`src/design/position_frequency_matrix_macros.svh`:
```
// Assertion helpers shared by the position frequency matrix RTL.
// Both expect signals named clk and rst_n in the including module.
`ifndef POSITION_FREQUENCY_MATRIX_MACROS_SVH
`define POSITION_FREQUENCY_MATRIX_MACROS_SVH

// Check that a property holds at every clock edge outside reset.
`define PFM_ASSERT(label, prop, msg) \
    label: assert property (@(posedge clk) disable iff (!rst_n) prop) else $error(msg);

// Check that a condition never occurs outside reset.
`define PFM_NEVER(label, cond, msg) \
    label: assert property (@(posedge clk) disable iff (!rst_n) !(cond)) else $error(msg);

`endif

```
`src/design/pfm_ram.sv`:
```
module pfm_ram
#(
    parameter int WIDTH = 8,
    parameter int DEPTH = 2,
    localparam int ADDR_BITS = (DEPTH > 1) ? $clog2(DEPTH) : 1
)
(
    input  logic                 clk,
    input  logic                 we,
    input  logic [ADDR_BITS-1:0] waddr,
    input  logic [WIDTH-1:0]     wdata,
    input  logic                 re,
    input  logic [ADDR_BITS-1:0] raddr,
    output logic [WIDTH-1:0]     rdata
);

    logic [WIDTH-1:0] mem [DEPTH];

    // Write one entry, read one entry with registered data
    always_ff @(posedge clk)
    begin
        if (we) begin
            mem[waddr] <= wdata;
        end
        if (re) begin
            rdata <= mem[raddr];
        end
    end

endmodule

```
`config.mk`:
```
export PLATFORM = sky130hd
export DESIGN_NAME = pfm_ram
export DESIGN_NICKNAME = d
export VERILOG_FILES = /design/src/design/position_frequency_matrix_macros.svh /design/src/design/pfm_ram.sv
export SDC_FILE = /design/constraint.sdc
export NUM_CORES = 1
export LEC_CHECK = 0
export ABC_AREA = 0
export BUFFER_PORTS_ARGS = -buffer_cell sky130_fd_sc_hd__buf_2
export CORE_MARGIN = 1
export CORE_UTILIZATION = 40
export DETAILED_ROUTE_END_ITERATION = 16
export GPL_TIMING_DRIVEN = 0
export PLACE_DENSITY_LB_ADDON = 0.08
export SLEW_MARGIN = 25
export SYNTH_ARGS = -nofsm -noshare
export SYNTH_HDL_FRONTEND = slang
export SYNTH_SLANG_ARGS = --single-unit
export TNS_END_PERCENT = 30
```
`constraint.sdc`:
```
create_clock -name clk -period 1.35 [get_ports clk]
set_clock_uncertainty 0.1 [all_clocks]
set_input_delay 0.3375 -clock clk [delete_from_list [all_inputs] [get_ports clk]]
set_output_delay 0.3375 -clock clk [all_outputs]
set_load 0.01 [all_outputs]
```
---- After elaboration in Yosys (flattened, before gate mapping) ----
Memories as Yosys holds them, arrays and structs flattened. A register that Yosys moved wholly into a read port is not among the register bits.
Cells that the tools add are included.
cells by class
  multiplexer cells ....................... 2
operator list
  kind              count
  1-bit 2-to-1 mux  2
storage, ports and cells
  input port bits ......................... 13
  register bits after elaboration ......... 0
  logic and storage cells ................. 3
  memories kept ........................... 1
  bits in writable memories ............... 16
memory list
  name  depth  width  rd ports  clocked after memory_dff  write ports  RTL line       text
  mem   2      8      1         1                         1            pfm_ram.sv:17  logic [WIDTH-1:0] mem [DEPTH];

---- Longest topological paths before layout ----
Gate-level depths: netlist of the first run.
  word-level depth ........................ 2
  depth in mapped cells ................... 2
  gate-level depth less buffers ........... 1

---- Worst setup path after synthesis of the first run ----
No wires, ideal clock.
  kind .................................... input port to flip-flop
  start ................................... input we
  end ..................................... memory mem[0][0], enable pin
  required time ........................... 877 ps
  buffers on the path ..................... 0
  library setup time ...................... 373 ps
  slack ................................... 119 ps
  arrival ................................. 758 ps
  cell stages on the path ................. 1
  cell sequence ........................... nor2b_1
between the ends
  longest elaborated chain between the ends .. 2
RTL lines
  element                                 RTL line       text
  from (decl)                             pfm_ram.sv:9   input logic we,
  1-bit 2-to-1 mux                        pfm_ram.sv:22  if (we) begin
  1-bit 2-to-1 mux (implied by the code)  pfm_ram.sv:23  mem[waddr] <= wdata;
  to (decl)                               pfm_ram.sv:17
No other way between the ends.

---- Worst setup path after layout of the first run ----
  start ................................... register rdata[0] (read register of mem)
  end ..................................... output rdata[0]
RTL lines
  element      RTL line       text
  from (decl)  pfm_ram.sv:14  output logic [WIDTH-1:0] rdata
No word-level cell between the ends.

==> metrics, run 1 <==
initial drt markers=0; Mapped Nets=48; Crit. End Element=output port; FF-to-FF path depth=1; Longest Clk Path Bufs=2; CP Cell Sequence=buf_2; crit start category=flop; capturing point of the worst reg2reg path=rdata[1]$_DFFE_PP_; family with the most delay on the worst path=flip-flops; Cells after DPL=81; Filler cells=175; final core utilization=50.9%; worst hold path stage count=1; Slowest cell on crit path=edfxtp_1; htree depth=1; Initial Utilization=43.2%; status=finished clean; Skew-Pair Late Insertion Delay=around 0.3 ns; root buffer cell=clkbuf_4; Hold Startpoint=wdata[2]; max incr delay on CP=0.39 ns; post-route minimum period=1.28 ns; DR vias=382; final cell count without fillers=85; CP required=0.91 ns; Reg-to-Reg Start=mem[1][1]$_DFFE_PP_; post-route setup slack=0.0733 ns; CP Launch Point=rdata[0]$_DFFE_PP_; Mapped Area=around 860 um^2; Port Buffers=19; Max Clk Rate=783 MHz; Worst slew margin=52.2%; Syn. warnings=0; Hold WC Path Type=in2reg; layout cells sized above 1=between 50% and 60%; post-synthesis sequential area ratio=83.4%; WP buf/inv=1; clk sinks=24; residual DRC count=0; Synth Instances=35; Leakage Power=0.000395 uW; Total GRT Usage=9.87%; Reg2Reg Setup Slack=around 0.34 ns; Syn Area/Cell=~25 um^2; Worst-path clk slew=between 0.1 and 0.15 ns; # IOs=21; Die W=a little under 50 um; area grow syn2layout=17.9%; average vias per placed instance=4.49; grt ovf=0; DR WL/cell=between 10 and 15 um; Max-Cap Viols=0; Setup Fix Bufs, Post-CTS=0; Pins Over Slew Limit=0; Pwr Density=1270 mW/mm^2; register bit total from synthesis=24; n_diodes=0; commonest non-fill, non-tap cell in the layout=edfxtp_1; initial antenna violation count=0; Yosys cell types=5; global-route wire length before repair=1.69 mm; Arr. time, crit path=roughly 0.84 ns; chip height=~48 um; worst slew pin tran=0.715 ns; Core ar.=0.00200 mm^2; First-pass DRT Iterations=1; RSZ-0062 raised after global routing=no; Placer Congestion=0.643; Hold Vio Cnt, Final=0; drt total wl=about 1.1 mm; die footprint=approximately 0.0024 mm^2; Post-DRT Antenna Nets=0; Hold EP=mem[1][2]$_DFFE_PP_; CP Class=reg2out; Layout Nets=72; crit-path max FO=1; Post-CTS Resized=0; Setup WS pre-CTS=-0.159 ns; TritonCTS buffer count=3; Peak VDD IR=0.705 mV; largest net degree at the start of global routing=14; final period utilization=94.6%; most frequent cells in the layout=24 x edfxtp_1, 19 x buf_2, 8 x mux2_4; vias in the first global route=approximately 390; hold_buf cts=0; Final setup viols=0; TritonCTS clock tree=yes; cell row count=16
-- flip-flops by register name, indices dropped and copies added, names as in the netlist --
register / flops
rdata: 8
mem: 16
-- cells in the mapped netlist --
library cell / count / share of area (%)
mux2_4: 8 / 14
buf_6: 1 / 1.3
and2_1: 1 / 0.72
edfxtp_1: 24 / 83
nor2b_1: 1 / 0.72
-- kinds of logic after synthesis --
| family | Yosys count | synth area share [%] |
|---|---|---|
| flops | 24 | 83.4 |
| buf+inv | 1 | 1.30 |
| mux | 8 | 13.9 |
| simple gates | 2 | 1.45 |
-- worst max-delay path by stage --
stage               slack [ns]  cells past startpoint                   to
global placement         -0.10                      2  mem[0][1]$_DFFE_PP_
floorplan                 0.12                      1  mem[0][0]$_DFFE_PP_
CTS                       0.06                      1             rdata[0]
finish                    0.07                      1             rdata[0]
detailed placement       -0.16                      2  mem[0][5]$_DFFE_PP_
global route              0.04                      1             rdata[1]
-- metrics by stage --
stage	setup TNS (ns)	hold slack (ns)	total power, uW	area [um^2]
after detailed placement	-1.27	0.429	1020	993
after floorplan	0	0.336	968	865
after CTS	0	0.104	1320	1020
after global routing	0	0.0996	1350	1020
after global placement	-0.826	0.425	1010	993
final	0	0.114	1300	1020
-- metal layers --
| metal | wire length, um | GRT usage [%] | vias to the layer above | part of all wire [%] |
|---|---|---|---|---|
| li1 | - | - | 185 | - |
| met1 | 444 | 10.9 | 180 | 42 |
| met2 | 541 | 17.1 | 17 | 51 |
| met3 | 77 | 3.46 | 0 | 7.2 |
| met4 | 0 | 4.41 | 0 | 0 |
| met5 | 0 | 0 | - | 0 |
-- power by group --
| group | total (uW) | internal (uW) | leakage [uW] | switching [uW] |
|---|---|---|---|---|
| Clock | 302 | 108 | 0.0000154 | 195 |
| Combinational | 105 | 58.5 | 0.000151 | 46.7 |
| Sequential | 891 | 879 | 0.000228 | 12.2 |
| Total | 1300 | 1050 | 0.000395 | 253 |
-- area by class of cell --
type | instances | area (um^2) | share of cell area, %
Clock inverter | 1 | 3.75 | 0.368
Multi-Input combinational cell | 10 | 133 | 13.0
Timing Repair Buffer | 19 | 95.1 | 9.33
Buffer | 1 | 11.3 | 1.10
Clock buffer | 3 | 22.5 | 2.21
Tap cell | 27 | 33.8 | 3.31
Sequential cell | 24 | 721 | 70.7
Note: power is estimated with default switching activity, not from simulation.
==> run 2, diff against run 1 <==
--- a/config.mk
+++ b/config.mk
@@ -6,9 +6,10 @@
 export NUM_CORES = 1
 export LEC_CHECK = 0
 export ABC_AREA = 0
+export ABC_CLOCK_PERIOD_IN_PS = 1350
 export BUFFER_PORTS_ARGS = -buffer_cell sky130_fd_sc_hd__buf_2
 export CORE_MARGIN = 1
-export CORE_UTILIZATION = 40
+export CORE_UTILIZATION = 45
 export DETAILED_ROUTE_END_ITERATION = 16
 export GPL_TIMING_DRIVEN = 0
 export PLACE_DENSITY_LB_ADDON = 0.08
==> metrics, run 2 (same netlist as run 1, synthesis figures left out) <==
Hold WC Path Type=in2reg; Total GRT Usage=11.2%; final core utilization=between 50% and 60%; Max Clk Rate=roughly 800 MHz; chip height=45.8 um; vias in the first global route=between 300 and 400; grt ovf=0; Crit. End Element=output port; Pins Over Slew Limit=0; Initial Utilization=around half; Post-CTS Resized=0; RSZ-0062 raised after global routing=no; Placer Congestion=0.647; final cell count without fillers=83; Pwr Density=1430 mW/mm^2; Top reg by flops=mem; Core ar.=0.00176 mm^2; drt total wl=1.00 mm; CP required=0.91 ns; global-route wire length before repair=1.55 mm; post-route minimum period=1.27 ns; Die W=45.8 um; residual DRC count=0; Longest Clk Path Bufs=2; Leakage Power=0.000408 uW; Arr. time, crit path=0.83 ns; post-route setup slack=about 0.084 ns; Peak VDD IR=0.854 mV; Setup WS pre-CTS=-0.131 ns; WP buf/inv=1; crit-path max FO=1; Reg area=721 um^2; commonest non-fill, non-tap cell in the layout=edfxtp_1; Cells after DPL=79; Layout Nets=72; TritonCTS buffer count=3; Slowest cell on crit path=edfxtp_1; area grow syn2layout=20.7%; layout cells sized above 1=between 50% and 60%; Largest regs=mem x16, rdata x8; Worst slew margin=between 50% and 60%; Port Buffers=19; Post-DRT Antenna Nets=0; CP Class=reg2out; Final setup viols=0; CP Cell Sequence=buf_2; Max-Cap Viols=0; Skew-Pair Late Insertion Delay=0.31 ns; die footprint=~0.0021 mm^2; max reg flops=16; clk sinks=24; largest net degree at the start of global routing=15; Filler cells=155; initial antenna violation count=0; crit start category=flop; most frequent cells in the layout=24 x edfxtp_1, 19 x buf_2, 8 x mux2_4; worst slew pin tran=0.692 ns; hold_buf cts=0; average vias per placed instance=4.61; n_diodes=0; cell row count=15; family with the most delay on the worst path=flip-flops; max incr delay on CP=between 0.3 and 0.4 ns; initial drt markers=6; root buffer cell=clkbuf_4; TritonCTS clock tree=yes; Setup Fix Bufs, Post-CTS=0; htree depth=1; # IOs=21; First-pass DRT Iterations=2; final period utilization=93.8%; DR vias=approximately 380; multi-input logic area=133 um^2; DR WL/cell=around 12 um; Hold Vio Cnt, Final=0; Worst-path clk slew=roughly 0.13 ns; status=finished clean
[run 2: cell count changes in the layout (fill, tap and decap cells not counted)]
| cell | previous run | this run |
|---|---|---|
| bufinv_16 | 0 | 1 |
| clkinv_1 | 1 | 0 |
[run 2: path summary, 6_finish.rpt]
| check | slack, ns | to | startpoint | cells after the start |
|---|---|---|---|---|
| setup reg to reg | 0.32 | rdata[2]$_DFFE_PP_ | mem[0][2]$_DFFE_PP_ | 1 |
| hold reg to reg | 0.47 | rdata[6]$_DFFE_PP_ | mem[1][6]$_DFFE_PP_ | 1 |
| hold / removal | 0.11 | mem[0][5]$_DFFE_PP_ | wdata[5] | 1 |
| setup / recovery | 0.08 | rdata[7] | rdata[7]$_DFFE_PP_ | 1 |
[run 2: report_power, final]
group | leakage [uW] | switching (uW) | internal (uW) | total (uW)
combinational | 0.000151 | 46.9 | 58.5 | 105
sequential | 0.000228 | 12.4 | 879 | 892
clock | 0.0000279 | 200 | 300 | 500
total | 0.000408 | 260 | 1240 | 1500
[run 2: final cells by class]
type / count / area share, %
sequential: 24 / 69.1
buffer: 1 / 1.08
clock buffer: 3 / 2.16
clock inverter: 1 / 2.88
timing repair buffer: 19 / 9.11
tap: 25 / 3.00
multi-input combinational: 10 / 12.7
[run 2: through the flow]
step	instance area [um^2]	total power [uW]	hold WS, ns	setup TNS, ns
3_5_place_dp	991	1020	0.431	-1.05
5_1_grt	1040	1560	0.0803	0
6_report	1040	1500	0.109	0
4_1_cts	1040	1520	0.0951	0
3_3_place_gp	991	1010	0.424	-0.507
2_1_floorplan	865	968	0.336	0
[run 2: routing by layer]
layer | part of all wire (%) | track usage (%)
met5 | 0 | 0
met4 | 0 | 5.29
met3 | 7.4 | 4.76
met2 | 54 | 19.7
met1 | 39 | 11.3
