`config.mk`:
```
export PLATFORM = sky130hd
export DESIGN_NAME = pfm_update
export DESIGN_NICKNAME = d
export VERILOG_FILES = /design/src/design/position_frequency_matrix_macros.svh /design/src/design/pfm_pkg.sv /design/src/design/pfm_update.sv
export SDC_FILE = /design/constraint.sdc
export NUM_CORES = 1
export LEC_CHECK = 0
export BUFFER_PORTS_ARGS = -buffer_cell sky130_fd_sc_hd__buf_2
export CAP_MARGIN = 40
export CORE_AREA = 10 10 202 204
export DETAILED_ROUTE_END_ITERATION = 10
export DIE_AREA = 0 0 212 214
export PLACE_DENSITY = 0.53
export SYNTH_ARGS = -nofsm -noshare
export SYNTH_HDL_FRONTEND = slang
export SYNTH_SLANG_ARGS = --single-unit
```
`constraint.sdc`:
```
create_clock -name vclk -period 16.55
set_clock_uncertainty 0.05 [all_clocks]
set_input_delay 3.31 -clock vclk [all_inputs]
set_output_delay 3.31 -clock vclk [all_outputs]
set_load 0.005 [all_outputs]
```
`src/design/position_frequency_matrix_macros.svh`:
```
// Assertion helpers shared by the position frequency matrix RTL.
// Both expect signals named clk and rst_n in the including module.
`ifndef POSITION_FREQUENCY_MATRIX_MACROS_SVH
`define POSITION_FREQUENCY_MATRIX_MACROS_SVH

// Check that a property holds at every clock edge outside reset.
`define PFM_ASSERT(label, prop, msg) \
    label: assert property (@(posedge clk) disable iff (!rst_n) prop) else $error(msg);

// Check that a condition never occurs outside reset.
`define PFM_NEVER(label, cond, msg) \
    label: assert property (@(posedge clk) disable iff (!rst_n) !(cond)) else $error(msg);

`endif

```
`src/design/pfm_pkg.sv`:
```
package pfm_pkg;

    // Fixed field widths
    localparam int POS_BITS   = 10;
    localparam int BYTE_BITS  = 8;
    localparam int SLOT_BITS  = 5;
    localparam int OUT_CNT_BITS = 8;
    localparam int LETTER_BITS  = 7;
    localparam int SCORE_BITS = 18;

    // Slot layout: letters A..Z, then one gap slot
    localparam int NUM_SLOTS = 27;
    localparam logic [SLOT_BITS-1:0] LETTERS  = 5'd26;
    localparam logic [SLOT_BITS-1:0] GAP_SLOT = 5'd26;
    localparam logic [SLOT_BITS-1:0] SLOT_END = 5'd27;

    // Character codes
    localparam logic [BYTE_BITS-1:0] CHAR_UC_A = 8'h41;
    localparam logic [BYTE_BITS-1:0] CHAR_UC_Z = 8'h5A;
    localparam logic [BYTE_BITS-1:0] CHAR_LC_A = 8'h61;
    localparam logic [BYTE_BITS-1:0] CHAR_LC_Z = 8'h7A;
    localparam logic [BYTE_BITS-1:0] CASE_OFFSET = 8'h20;
    localparam logic [LETTER_BITS-1:0] LETTER_A = 7'h41;

    localparam logic [SCORE_BITS-1:0] TOTAL_CEIL = 18'h3FFFF;

    // Word kinds
    localparam logic REQ_ADD   = 1'b0;
    localparam logic REQ_QUERY = 1'b1;

    // Request carried from the read stage to the update stage
    typedef struct packed {
        logic                 req_type;
        logic                 in_range;
        logic [SLOT_BITS-1:0] slot;
    } pfm_req_t;

    // One result word
    typedef struct packed {
        logic [OUT_CNT_BITS-1:0] slot_count;
        logic [LETTER_BITS-1:0]  consensus_letter;
        logic [OUT_CNT_BITS-1:0] column_max;
        logic [SCORE_BITS-1:0]   max_score_total;
        logic                    saturated;
    } pfm_result_t;

    // Map a residue byte to its slot, case-insensitive
    function automatic logic [SLOT_BITS-1:0] slot_of(input logic [BYTE_BITS-1:0] b);
        logic [BYTE_BITS-1:0] u;
        u = b;
        if (b >= CHAR_LC_A && b <= CHAR_LC_Z) begin
            u = b - CASE_OFFSET;
        end
        if (u >= CHAR_UC_A && u <= CHAR_UC_Z) begin
            slot_of = SLOT_BITS'(u - CHAR_UC_A);
        end else begin
            slot_of = GAP_SLOT;
        end
    endfunction

endpackage

```
`src/design/pfm_update.sv`:
```
module pfm_update
    import pfm_pkg::*;
#(
    parameter int COUNT_BITS = 8
)
(
    input  pfm_req_t                              req,
    input  logic [NUM_SLOTS-1:0][COUNT_BITS-1:0]  row_counts,
    input  logic [SLOT_BITS-1:0]                  row_cons,
    input  logic [COUNT_BITS-1:0]                 row_colmax,
    input  logic [SCORE_BITS-1:0]                 score_total,
    output logic [NUM_SLOTS-1:0][COUNT_BITS-1:0]  new_counts,
    output logic [SLOT_BITS-1:0]                  new_cons,
    output logic [COUNT_BITS-1:0]                 new_colmax,
    output logic                                  row_we,
    output logic                                  score_we,
    output logic [SCORE_BITS-1:0]                 score_next,
    output pfm_result_t                           result
);

    localparam int W8 = (COUNT_BITS > OUT_CNT_BITS) ? COUNT_BITS : OUT_CNT_BITS;
    localparam int SUM_BITS = ((COUNT_BITS > SCORE_BITS) ? COUNT_BITS : SCORE_BITS) + 1;

    logic                  slot_ok;
    logic [SLOT_BITS-1:0]  idx;
    logic [COUNT_BITS-1:0] cur;
    logic [COUNT_BITS-1:0] inc;
    logic                  at_ceil;
    logic                  is_add;
    logic [COUNT_BITS-1:0] delta;
    logic [SUM_BITS-1:0]   sum;
    logic [COUNT_BITS-1:0] shown;
    logic [W8-1:0]         shown_ext;
    logic [W8-1:0]         colmax_ext;

    // Select and bump the addressed slot
    always_comb
    begin
        slot_ok = req.slot < SLOT_END;
        idx     = slot_ok ? req.slot : '0;
        cur     = slot_ok ? row_counts[idx] : '0;
        at_ceil = &cur;
        inc     = cur + COUNT_BITS'(1);
        is_add  = (req.req_type == REQ_ADD) && req.in_range;
        row_we  = is_add && !at_ceil;
    end

    // Update counts, column maximum, consensus and running total
    always_comb
    begin
        new_counts = row_counts;
        new_cons   = row_cons;
        new_colmax = row_colmax;
        delta      = '0;
        score_we   = 1'b0;
        if (row_we) begin
            new_counts[idx] = inc;
            if (req.slot < LETTERS) begin
                if (inc > row_colmax) begin
                    new_colmax = inc;
                    new_cons   = req.slot;
                    delta      = inc - row_colmax;
                    score_we   = 1'b1;
                end else if (inc == row_colmax && req.slot < row_cons) begin
                    new_cons = req.slot;
                end
            end
        end
        sum = SUM_BITS'(score_total) + SUM_BITS'(delta);
        if (sum > SUM_BITS'(TOTAL_CEIL)) begin
            score_next = TOTAL_CEIL;
        end else begin
            score_next = sum[SCORE_BITS-1:0];
        end
    end

    // Build the result word, masked to the port widths
    always_comb
    begin
        shown      = row_we ? inc : cur;
        shown_ext  = W8'(shown);
        colmax_ext = W8'(new_colmax);
        if (req.in_range) begin
            result.slot_count       = shown_ext[OUT_CNT_BITS-1:0];
            result.consensus_letter = LETTER_A + LETTER_BITS'(new_cons);
            result.column_max       = colmax_ext[OUT_CNT_BITS-1:0];
            result.max_score_total  = score_we ? score_next : score_total;
            result.saturated        = is_add && at_ceil;
        end else begin
            result.slot_count       = '0;
            result.consensus_letter = LETTER_A;
            result.column_max       = '0;
            result.max_score_total  = score_total;
            result.saturated        = 1'b0;
        end
    end

endmodule
```
Word level (Yosys, flattened, before mapping)
Index checks and enable logic that the tools add are counted.

word-level totals
  bits in registers = 0
  bits of input ports = 254
  output and inout port bits = 291

operators by class
  add/subtract/negate cells = 4
  magnitude comparators = 7
  equality and inequality tests = 1
  multiplexer cells = 25
  bitwise logic cells = 1
  reduce and logical (&&, ||, !) cells = 7

operators with widths
  kind                    number
  $bwmux W216             1
  $mux W216               1
  $mux W8                 10
  $mux W42                1
  $bmux W8 S5             1
  $demux W8 S5            1
  $mux W18                2
  $mux W5                 5
  $add A18 B8 Y19         1
  $gt A19 B18 Y1 const B  1
  $lt A5 B5 Y1 const B    2
  $add A8 B1 Y8 const B   1
  $eq A8 B8 Y1            1
  $gt A8 B8 Y1            1
  $reduce_and A8 Y1       1
  $sub A8 B8 Y8           1
  $add A7 B5 Y7 const A   1
  $lt A5 B6 Y1 const B    1
  $ge A5 B1 Y1 const B    1
  $logic_and A1 B1 Y1     5
  $lt A5 B5 Y1            1
  $mux W1                 3
  $logic_not A1 Y1        1
  $not A1 Y1              1

Longest topological paths before layout
Gate-level depths: netlist of run 1.

  word-level depth = 15
  gate-level depth with buffers = 42
  depth with buffers taken out = 33

Least setup slack after synthesis of run 1
OpenSTA, ideal clock, no wires.

  path type = in2out
  start = input port req[1] (netlist bit)
  end = output port score_next[1]
  data arrival time = 10.774 ns
  required time = 13.190 ns
  setup slack = 2.416 ns
  stages on the path = 40
  buffers on the path = 9
  cells stage by stage = buf_2 -> nand2b_1 -> nand2b_1 -> buf_2 -> buf_2 -> o221a_2 -> a221oi_1 -> a211o_1 -> inv_1 -> ha_1 -> inv_1 -> nor3_1 -> a221o_1 -> and2_1 -> xnor2_1 -> clkbuf_1 -> clkbuf_1 -> ha_1 -> [... 4 more ...] -> o21ai_0 -> or2_2 -> a21o_1 -> inv_2 -> buf_4 -> buf_2 -> nand2_1 -> fa_1 -> nor2b_1 -> o21ai_0 -> a21boi_0 -> o21ai_0 -> a21o_1 -> a211oi_1 -> nand4_1 -> clkbuf_1 -> clkbuf_1 -> nand2_1

between the ends
  longest elaborated chain between the ends = 13
  elaborated cells on any way between the ends = 18

RTL lines
  what                                           RTL line                            RTL
  start: declaration                             pfm_update.sv:7                     input pfm_req_t req,
  $lt A5 B5 Y1                                   pfm_update.sv:39                    slot_ok = req.slot < SLOT_END;
  $mux W5                                        pfm_update.sv:40                    idx = slot_ok ? req.slot : '0;
  $bmux W8 S5                                    pfm_update.sv:41                    cur = slot_ok ? row_counts[idx] : '0;
  $mux W8 (implied by the code)                  pfm_update.sv:41
  $mux W8                                        pfm_update.sv:41
  $add A8 B1 Y8                                  pfm_update.sv:43                    inc = cur + COUNT_BITS'(1);
  $sub A8 B8 Y8 or $gt A8 B8 Y1 (tied branches)  pfm_update.sv:62, pfm_update.sv:59
  $mux W8                                        pfm_update.sv:59                    if (inc > row_colmax) begin
  $mux W8                                        pfm_update.sv:58                    if (req.slot < LETTERS) begin
  $mux W8 (*)                                    pfm_update.sv:56                    if (row_we) begin
  $add A18 B8 Y19 (*)                            pfm_update.sv:69                    sum = SUM_BITS'(score_total) + SUM_BITS'(delta);
  $gt A19 B18 Y1                                 pfm_update.sv:70                    if (sum > SUM_BITS'(TOTAL_CEIL)) begin
  $mux W18 (*)                                   pfm_update.sv:70
  end: declaration                               pfm_update.sv:17                    output logic [SCORE_BITS-1:0] score_next,

Every way passes the cells marked *; elsewhere a longest branch is shown, timed or not. The select of a mux whose other input is x is not followed.

Final worst setup path of run 1
  start = input port req[1] (netlist bit)
  end = output port score_next[15]

The elaborated chain is that of the path after synthesis.

==> results of run 1 <==
-- power by group --
group	internal, mW	total [mW]	switching, mW
clock network	0.0000000733	0.0000000733	0
logic	0.142	0.375	0.232
registers	0	0	0
total	0.142	0.375	0.232
-- worst min-delay path, delay by kind of cell --
family / cells / cell delay [ns]
buffers and inverters: 2 / 0.19
multiplexers: 1 / 0.11
-- cell usage in the layout (no fill, tap or decap), types with 6 or more instances in the layout --
cell type  instances
buf_2            546
mux2_2           144
mux2_1            86
nor2_1            67
nand2_1           46
inv_1             40
o21ai_0           33
buf_4             32
a21oi_1           30
o221ai_1          27
ha_1              22
nor3_1            19
xnor2_1           18
a31oi_1           17
nand3_4           17
and3_1            13
and2_1            13
nand3_1           13
or3_1             12
o22ai_1           10
diode_2            9
a21o_1             9
nand4_1            8
o311a_1            8
nand2b_1           7
mux2i_1            7
a221o_1            7
o21a_1             7
nor3b_1            6
o2111ai_1          6
a211oi_1           6
-- cell type report --
cell class | count | area (sq um) | share of cell area (%)
timing repair buffer | 579 | 2988 | 28.74
tap | 474 | 593.1 | 5.705
antenna | 9 | 22.52 | 0.2166
inverter | 43 | 161.4 | 1.553
multi-input combinational | 784 | 6631 | 63.79
-- logic make-up (layout without fill, tap and decap cells) --
group                      after synthesis  after routing  synth area share (%)
buffers and inverters                  137            622                 8.946
adders and majority gates               24             24                 4.361
other                                    1             10               0.05186
muxes                                  237            237                 36.79
xor gates and xnor gates                27             27                 3.270
and+or+nand+nor                        265            265                 22.81
AOI/OAI and AO/OA                      230            230                 23.78
-- path summary, 6_finish.rpt --
check / end / depth (start not counted)
worst max-delay path: score_next[15] / 36
worst min-delay path: new_counts[161] / 3
-- per-layer routing --
metal,GRT usage [%],vias to the layer above
met2,45.75,627
met1,30.20,5018
met4,8.919,8
met3,6.811,105
met5,0,-
li1,-,4522
-- metrics by stage --
step / power [mW] / area [sq um] / cells
4_1_cts: 0.3756 / 10370 / 1880
5_1_grt: 0.4025 / 10390 / 1888
6_report: 0.3746 / 10400 / 1889
3_5_place_dp: 0.3738 / 10370 / 1880
2_1_floorplan: 0.1884 / 7231 / 921
3_3_place_gp: 0.3740 / 10340 / 1876
==> metrics, run 1 <==
worst max-slew margin expressed relative to the limit=36.77%; share of final-layout standard cells stronger than drive strength 1=55.48%; peak ir drop on the vdd network=0.01789 mV; Worst path max stage delay=0.69 ns; Final period util=90.86%; number of cells produced by synthesis=921; CORE AREA=37040 sq um; share of the synthesized area in the top cell type=22.43%; hold wc startpoint=row_counts[161]; count of nets after finishing=1686; wire length of the first global-routing pass=87030 microns; GR Util All Layers=26.25%; placement row count=71; count of buffering cells on the critical path with inverters included=8; DRC marker count from the first detailed-route iteration=890; number of library cell types mapped by synthesis=83; type of the tightest min-delay check=input pin to output pin; Leak=4.862 nW; highest routed layer=met5; peak fanout along the critical path=30; area of the die=45370 sq um; Routed wire per std cell=33.57 microns; Clock Buffer Count=0; arrival time at the worst endpoint=11.68 ns; Setup crit start=req[1]; critical setup path kind=input pin to output pin; Hold Worst Slack=6.874 ns; Total Negative Setup Slacks=0 ns; drc violations=0; Setup Slack @ Placement=1.594 ns; routed via count divided by cell count=5.442; number of hold violations in the final report=0; # hold bufs at CTS=0; detailed-routed wire length on met3=5504 microns; startpoint type of the worst setup path=input pin; Max Clock Freq=66.50 MHz; number of ports placed on the die boundary=545; starting density of the core=19.52%; vertical die dimension=214 microns; via count of the first global-routing pass=10910; setup repair after global routing missed its margin=no; count of fill cells added during filler insertion=4149; total of warnings raised by yosys=0; synthesized netlist net count=1199; most numerous cell on the critical path=o21ai_0; Post-CTS Repair Setup Buffers=0; status=finished, final reports clean; # Max-Cap Violations=0; Register Area=0 sq um; list of most frequent post-synthesis cells=144 x mux2_2, 86 x mux2_1, 68 x nor2_1; antenna violations before repair=16; last weighted congestion value of the routability-driven placer=0.9007; synthesized area=7231 sq um; Layout Area Growth over Synthesis=43.78%; kind of cell adding the most delay to the critical path=simple AND/OR/NAND/NOR gates; synthesized area per cell=7.851 sq um; post-route worst setup slack=1.513 ns; register area share after synthesis=0%; Via Count=10280; remaining antenna violation count=0; WL final=63420 microns; met1 layer wirelength in the final routing=24770 microns; CTS resizes=0; remaining global-route overflow=0; post-synthesis cell type with the largest combined area=mux2_2; sequential cells=0; share of the core filled with cells=28.06%; routed wire length on met2=30800 microns; Setup Viol. Count Final=0; die outline width=212 microns; Setup crit end kind=output pin; count of port buffers added during placement=544; pin count of the biggest net entering global routing=34; half-perimeter wire length of the detailed placement result=53030 microns; total power density per cell area=36.03 nW/um^2; required time of the worst setup path=13.19 ns; synth top area cells=mux2_2 22%, mux2_1 13%, nand3_4 4.1%; Max stage delay cell, worst path=o311ai_0; Worst Max-Slew Pin Slew=0.9484 ns; number of slew-limit violations in the final report=0; Pre-Repair DR Iteration Count=5; leading cell type by number of instances after synthesis=mux2_2; Final min period=15.04 ns
Note: power is estimated with default switching activity, not from simulation.
==> run 2, diff against run 1 <==
--- a/config.mk
+++ b/config.mk
@@ -7,10 +7,10 @@
 export LEC_CHECK = 0
 export BUFFER_PORTS_ARGS = -buffer_cell sky130_fd_sc_hd__buf_2
 export CAP_MARGIN = 40
-export CORE_AREA = 10 10 202 204
+export CORE_AREA = 2 2 212 214
 export DETAILED_ROUTE_END_ITERATION = 10
-export DIE_AREA = 0 0 212 214
-export PLACE_DENSITY = 0.53
+export DIE_AREA = 0 0 214 216
+export PLACE_DENSITY = 0.48
 export SYNTH_ARGS = -nofsm -noshare
 export SYNTH_HDL_FRONTEND = slang
 export SYNTH_SLANG_ARGS = --single-unit
==> run 2 against run 1 <==
Via count shrank 0.22%. First-iteration DRC count shrank 10%. Die area grew 1.9%. Non-clock buffer count shrank 3. Wire length shrank 2.4%. Core utilization shrank 4.1 points. Global-route usage shrank 0.92 points. Setup slack lost 0.13 ns. Largest cell class unchanged.
==> metrics, run 2 (synthesis results as in run 1) <==
status=finished, final reports clean; worst max-slew margin expressed relative to the limit=32.40%; Max stage delay cell, worst path=nand2b_1; Register Area=0 sq um; CORE AREA=43840 sq um; Post-CTS Repair Setup Buffers=0; Pre-Repair DR Iteration Count=5; number of hold violations in the final report=0; required time of the worst setup path=13.19 ns; Sequential Power Share=0%; Final period util=91.62%; half-perimeter wire length of the detailed placement result=50910 microns; GR Util All Layers=25.33%; WHS Path Cells=3; # Max-Cap Violations=0; WL final=61930 microns; # hold bufs at CTS=0; number of slew-limit violations in the final report=0; CTS resizes=0; count of nets after finishing=1683; Clock Buffer Count=0; Routed wire per std cell=30.99 microns; Final min period=15.16 ns; wire length of the first global-routing pass=83610 microns; share of final-layout standard cells stronger than drive strength 1=55.38%; Total Negative Setup Slacks=0 ns; remaining antenna violation count=0; startpoint type of the worst setup path=input pin; most numerous cell on the critical path=o21ai_0; Setup Viol. Count Final=0; proportion of power drawn by the clock network=0%; switching power of the nets=0.2324 mW; vertical die dimension=216 microns; Hold Worst Slack=6.868 ns; setup repair after global routing missed its margin=no; starting density of the core=16.49%; critical setup path kind=input pin to output pin; DRC marker count from the first detailed-route iteration=801; total power draw=0.3747 mW; die outline width=214 microns; Setup crit end kind=output pin; antenna violations before repair=8; peak fanout along the critical path=39; Worst Max-Slew Pin Slew=1.014 ns; Layout Area Growth over Synthesis=45.28%; Max Clock Freq=65.95 MHz; share of the core filled with cells=23.96%; placement row count=77; peak ir drop on the vdd network=0.02209 mV; pin count of the biggest net entering global routing=40; drc violations=0; via count of the first global-routing pass=10140; Via Count=10260; cell-internal power=0.1422 mW; hold wc startpoint=row_counts[50]; number of ports placed on the die boundary=545; last weighted congestion value of the routability-driven placer=0.8953; Leak=4.845 nW; remaining global-route overflow=0; type of the tightest min-delay check=input pin to output pin; Comb pwr share=100.0%; routed via count divided by cell count=5.134; arrival time at the worst endpoint=11.80 ns; count of port buffers added during placement=544; end of the worst hold path=new_counts[50]; Net Sw Frac=62.04%; most common cell after layout, fill and taps aside=buf_2; area of the die=46220 sq um; Setup crit start=req[1]; Worst path max stage delay=0.72 ns; sequential cells=0; highest-count cells in the layout ignoring fill and taps=545 x buf_2, 144 x mux2_2, 86 x mux2_1; total power density per cell area=35.66 nW/um^2
## run 2: cell count changes in the layout (fill, tap and decap cells not counted), sizes merged
| cell | change |
|---|---|
| diode | -6 |
| buf | -3 |
## run 2: through the flow
stage | instances | setup WS, ns | cell area [sq um]
2_1_floorplan | 921 | 2.416 | 7231
3_3_place_gp | 1993 | 0.3855 | 10480
3_5_place_dp | 1995 | 1.305 | 10500
4_1_cts | 1995 | 1.273 | 10500
5_1_grt | 1998 | 0.6748 | 10510
6_report | 1998 | 1.387 | 10510
## run 2: final cells by class
| cell class | count | area (sq um) |
|---|---|---|
| diodes | 3 | 7.507 |
| repair buffers | 576 | 2964 |
| fillers | 4952 | 33330 |
| well taps | 592 | 740.7 |
| inverters | 43 | 161.4 |
| multi-input cells | 784 | 6631 |
## run 2: worst max-delay path by stage
stage	end	slack [ns]	cells after the start
after detailed placement	result[11]	1.30	35
after global routing	result[11]	0.67	34
after CTS	result[11]	1.27	35
after global placement	score_next[15]	0.39	34
final	result[11]	1.39	34
after floorplan	score_next[1]	2.42	40
## run 2: critical path: cells and delay by family
kind,cells,cell delay [ns]
buffers and inverters,6,1.79
AND/OR/NAND/NOR,10,2.86
AO/OA/AOI/OAI,14,2.71
adder cells (fa/ha/maj),3,0.86
XOR/XNOR,1,0.14
## run 2: layer usage
metal	global-route usage, %	routed length (microns)	up-vias	part of all wire (%)
met4	8.671	2473	2	4.0
li1	-	-	4507	-
met3	4.158	4054	103	6.5
met2	45.32	30440	649	49
met5	0	17	-	0.027
met1	30.53	24940	4996	40
## run 2: power by group through the flow
stage	Sequential, mW	Clock [mW]	Combinational (mW)
after CTS	0	0	0.376
after detailed placement	0	0	0.374
after global routing	0	0.0000000244	0.402
final	0	0.0000000245	0.375
after floorplan	0	0	0.188
after global placement	0	0	0.374
==> run 3, diff against run 2 <==
--- a/config.mk
+++ b/config.mk
@@ -7,10 +7,12 @@
 export LEC_CHECK = 0
 export BUFFER_PORTS_ARGS = -buffer_cell sky130_fd_sc_hd__buf_2
 export CAP_MARGIN = 40
-export CORE_AREA = 2 2 212 214
+export CELL_PAD_IN_SITES_DETAIL_PLACEMENT = 0
+export CELL_PAD_IN_SITES_GLOBAL_PLACEMENT = 1
+export CORE_AREA = 2 2 213 215
 export DETAILED_ROUTE_END_ITERATION = 10
-export DIE_AREA = 0 0 214 216
-export PLACE_DENSITY = 0.48
+export DIE_AREA = 0 0 215 217
+export PLACE_DENSITY = 0.62
 export SYNTH_ARGS = -nofsm -noshare
 export SYNTH_HDL_FRONTEND = slang
 export SYNTH_SLANG_ARGS = --single-unit
==> run 3 against run 2 <==
Sequential share of layout area unchanged. Critical endpoint is now result[1]. Setup slack better by 0.13 ns. Sequential cell count unchanged. Critical path type unchanged. Combinational power up 1%. Largest cell class unchanged. Critical path depth up 4.
==> metrics, run 3 (synthesis results as in run 1) <==
status=finished, final reports clean; critical setup path kind=input pin to output pin; Comb pwr share=100.0%; WHS Path Cells=3; share of final-layout standard cells stronger than drive strength 1=55.60%; final cell count without fillers=2015; half-perimeter wire length of the detailed placement result=51100 microns; number of slew-limit violations in the final report=0; count of buffering cells on the critical path with inverters included=9; Setup crit end kind=output pin; required time of the worst setup path=13.19 ns; detailed-routed wire length on met3=3312 microns; Pre-Repair DR Iteration Count=5; kind of cell adding the most delay to the critical path=compound AO/OA/AOI/OAI gates; Post-CTS Repair Setup Buffers=0; hold wc startpoint=row_counts[167]; peak ir drop on the vdd network=0.01745 mV; Sequential Power Share=0%; drc violations=0; startpoint type of the worst setup path=input pin; area of the die=46660 sq um; CTS resizes=0; Leak=4.878 nW; Via Count=10060; number of ports placed on the die boundary=545; peak fanout along the critical path=34; cell-internal power=0.1442 mW; CORE AREA=44700 sq um; Max Clock Freq=66.50 MHz; via count of the first global-routing pass=10180; Total Negative Setup Slacks=0 ns; Final period util=90.86%; routed wire length on met2=30640 microns; sequential cells=0; vertical die dimension=217 microns; count of port buffers added during placement=544; starting density of the core=16.18%; number of hold violations in the final report=0; Hold Worst Slack=6.863 ns; Clock Buffer Count=0; total power draw=0.3795 mW; Max stage delay cell, worst path=nand2b_1; WL final=62150 microns; worst max-slew margin expressed relative to the limit=43.40%; placement row count=78; instance count after placement with tap cells included=2010; Layout Area Growth over Synthesis=46.31%; # hold bufs at CTS=0; Net Sw Frac=62.01%; Worst Max-Slew Pin Slew=0.8445 ns; Register Area=0 sq um; highest routed layer=met5; count of nets after finishing=1690; GR Util All Layers=25.13%; remaining global-route overflow=0; total power density per cell area=35.87 nW/um^2; routed via count divided by cell count=4.992; share of the core filled with cells=23.67%; Worst path max stage delay=0.58 ns; setup repair after global routing missed its margin=no; proportion of power drawn by the clock network=0%; antenna violations before repair=9; Setup crit start=req[0]; end of the worst hold path=new_counts[167]; switching power of the nets=0.2353 mW; DRC marker count from the first detailed-route iteration=475; met1 layer wirelength in the final routing=25830 microns; die outline width=215 microns; remaining antenna violation count=0; pin count of the biggest net entering global routing=35; highest-count cells in the layout ignoring fill and taps=544 x buf_2, 144 x mux2_2, 86 x mux2_1; most numerous cell on the critical path=o21ai_0; wire length of the first global-routing pass=83480 microns; last weighted congestion value of the routability-driven placer=0.8449; Setup Viol. Count Final=0; most common cell after layout, fill and taps aside=buf_2; arrival time at the worst endpoint=11.68 ns; # Max-Cap Violations=0; Routed wire per std cell=30.84 microns; Final min period=15.04 ns; type of the tightest min-delay check=input pin to output pin
==> run 3: cell count changes in the layout (fill, tap and decap cells not counted), sizes merged <==
cell / change
buf: +7
diode: +2
==> run 3: through the flow <==
stage	instance area, sq um	setup slack (ns)
4_1_cts	10570	1.519
3_3_place_gp	10550	1.588
5_1_grt	10570	0.9569
6_report	10580	1.512
2_1_floorplan	7231	2.416
3_5_place_dp	10570	1.538
==> run 3: how the worst max path moves through the flow <==
stage	end	slack [ns]	depth (start not counted)
finish	result[1]	1.51	38
global route	result[1]	0.96	38
CTS	result[1]	1.52	35
detailed placement	result[1]	1.54	35
global placement	result[10]	1.59	35
floorplan	score_next[1]	2.42	40
==> run 3: power by group through the flow <==
| stage | registers (mW) | clock network (mW) | logic [mW] |
|---|---|---|---|
| final | 0 | 0.0000000406 | 0.379 |
| after global routing | 0 | 0.0000000243 | 0.406 |
| after CTS | 0 | 0 | 0.381 |
| after detailed placement | 0 | 0 | 0.379 |
| after global placement | 0 | 0 | 0.379 |
| after floorplan | 0 | 0 | 0.188 |
==> run 3: cell type report <==
| type | count | area, sq um |
|---|---|---|
| antenna | 5 | 12.51 |
| fill | 5163 | 34120 |
| inverter | 43 | 161.4 |
| multi-input combinational | 784 | 6631 |
| tap | 600 | 750.7 |
| timing repair buffer | 583 | 3023 |
==> run 3: layer usage <==
layer	up-vias	track usage [%]
met3	88	3.508
li1	4521	-
met5	-	0
met4	4	8.092
met2	524	45.79
met1	4922	30.32
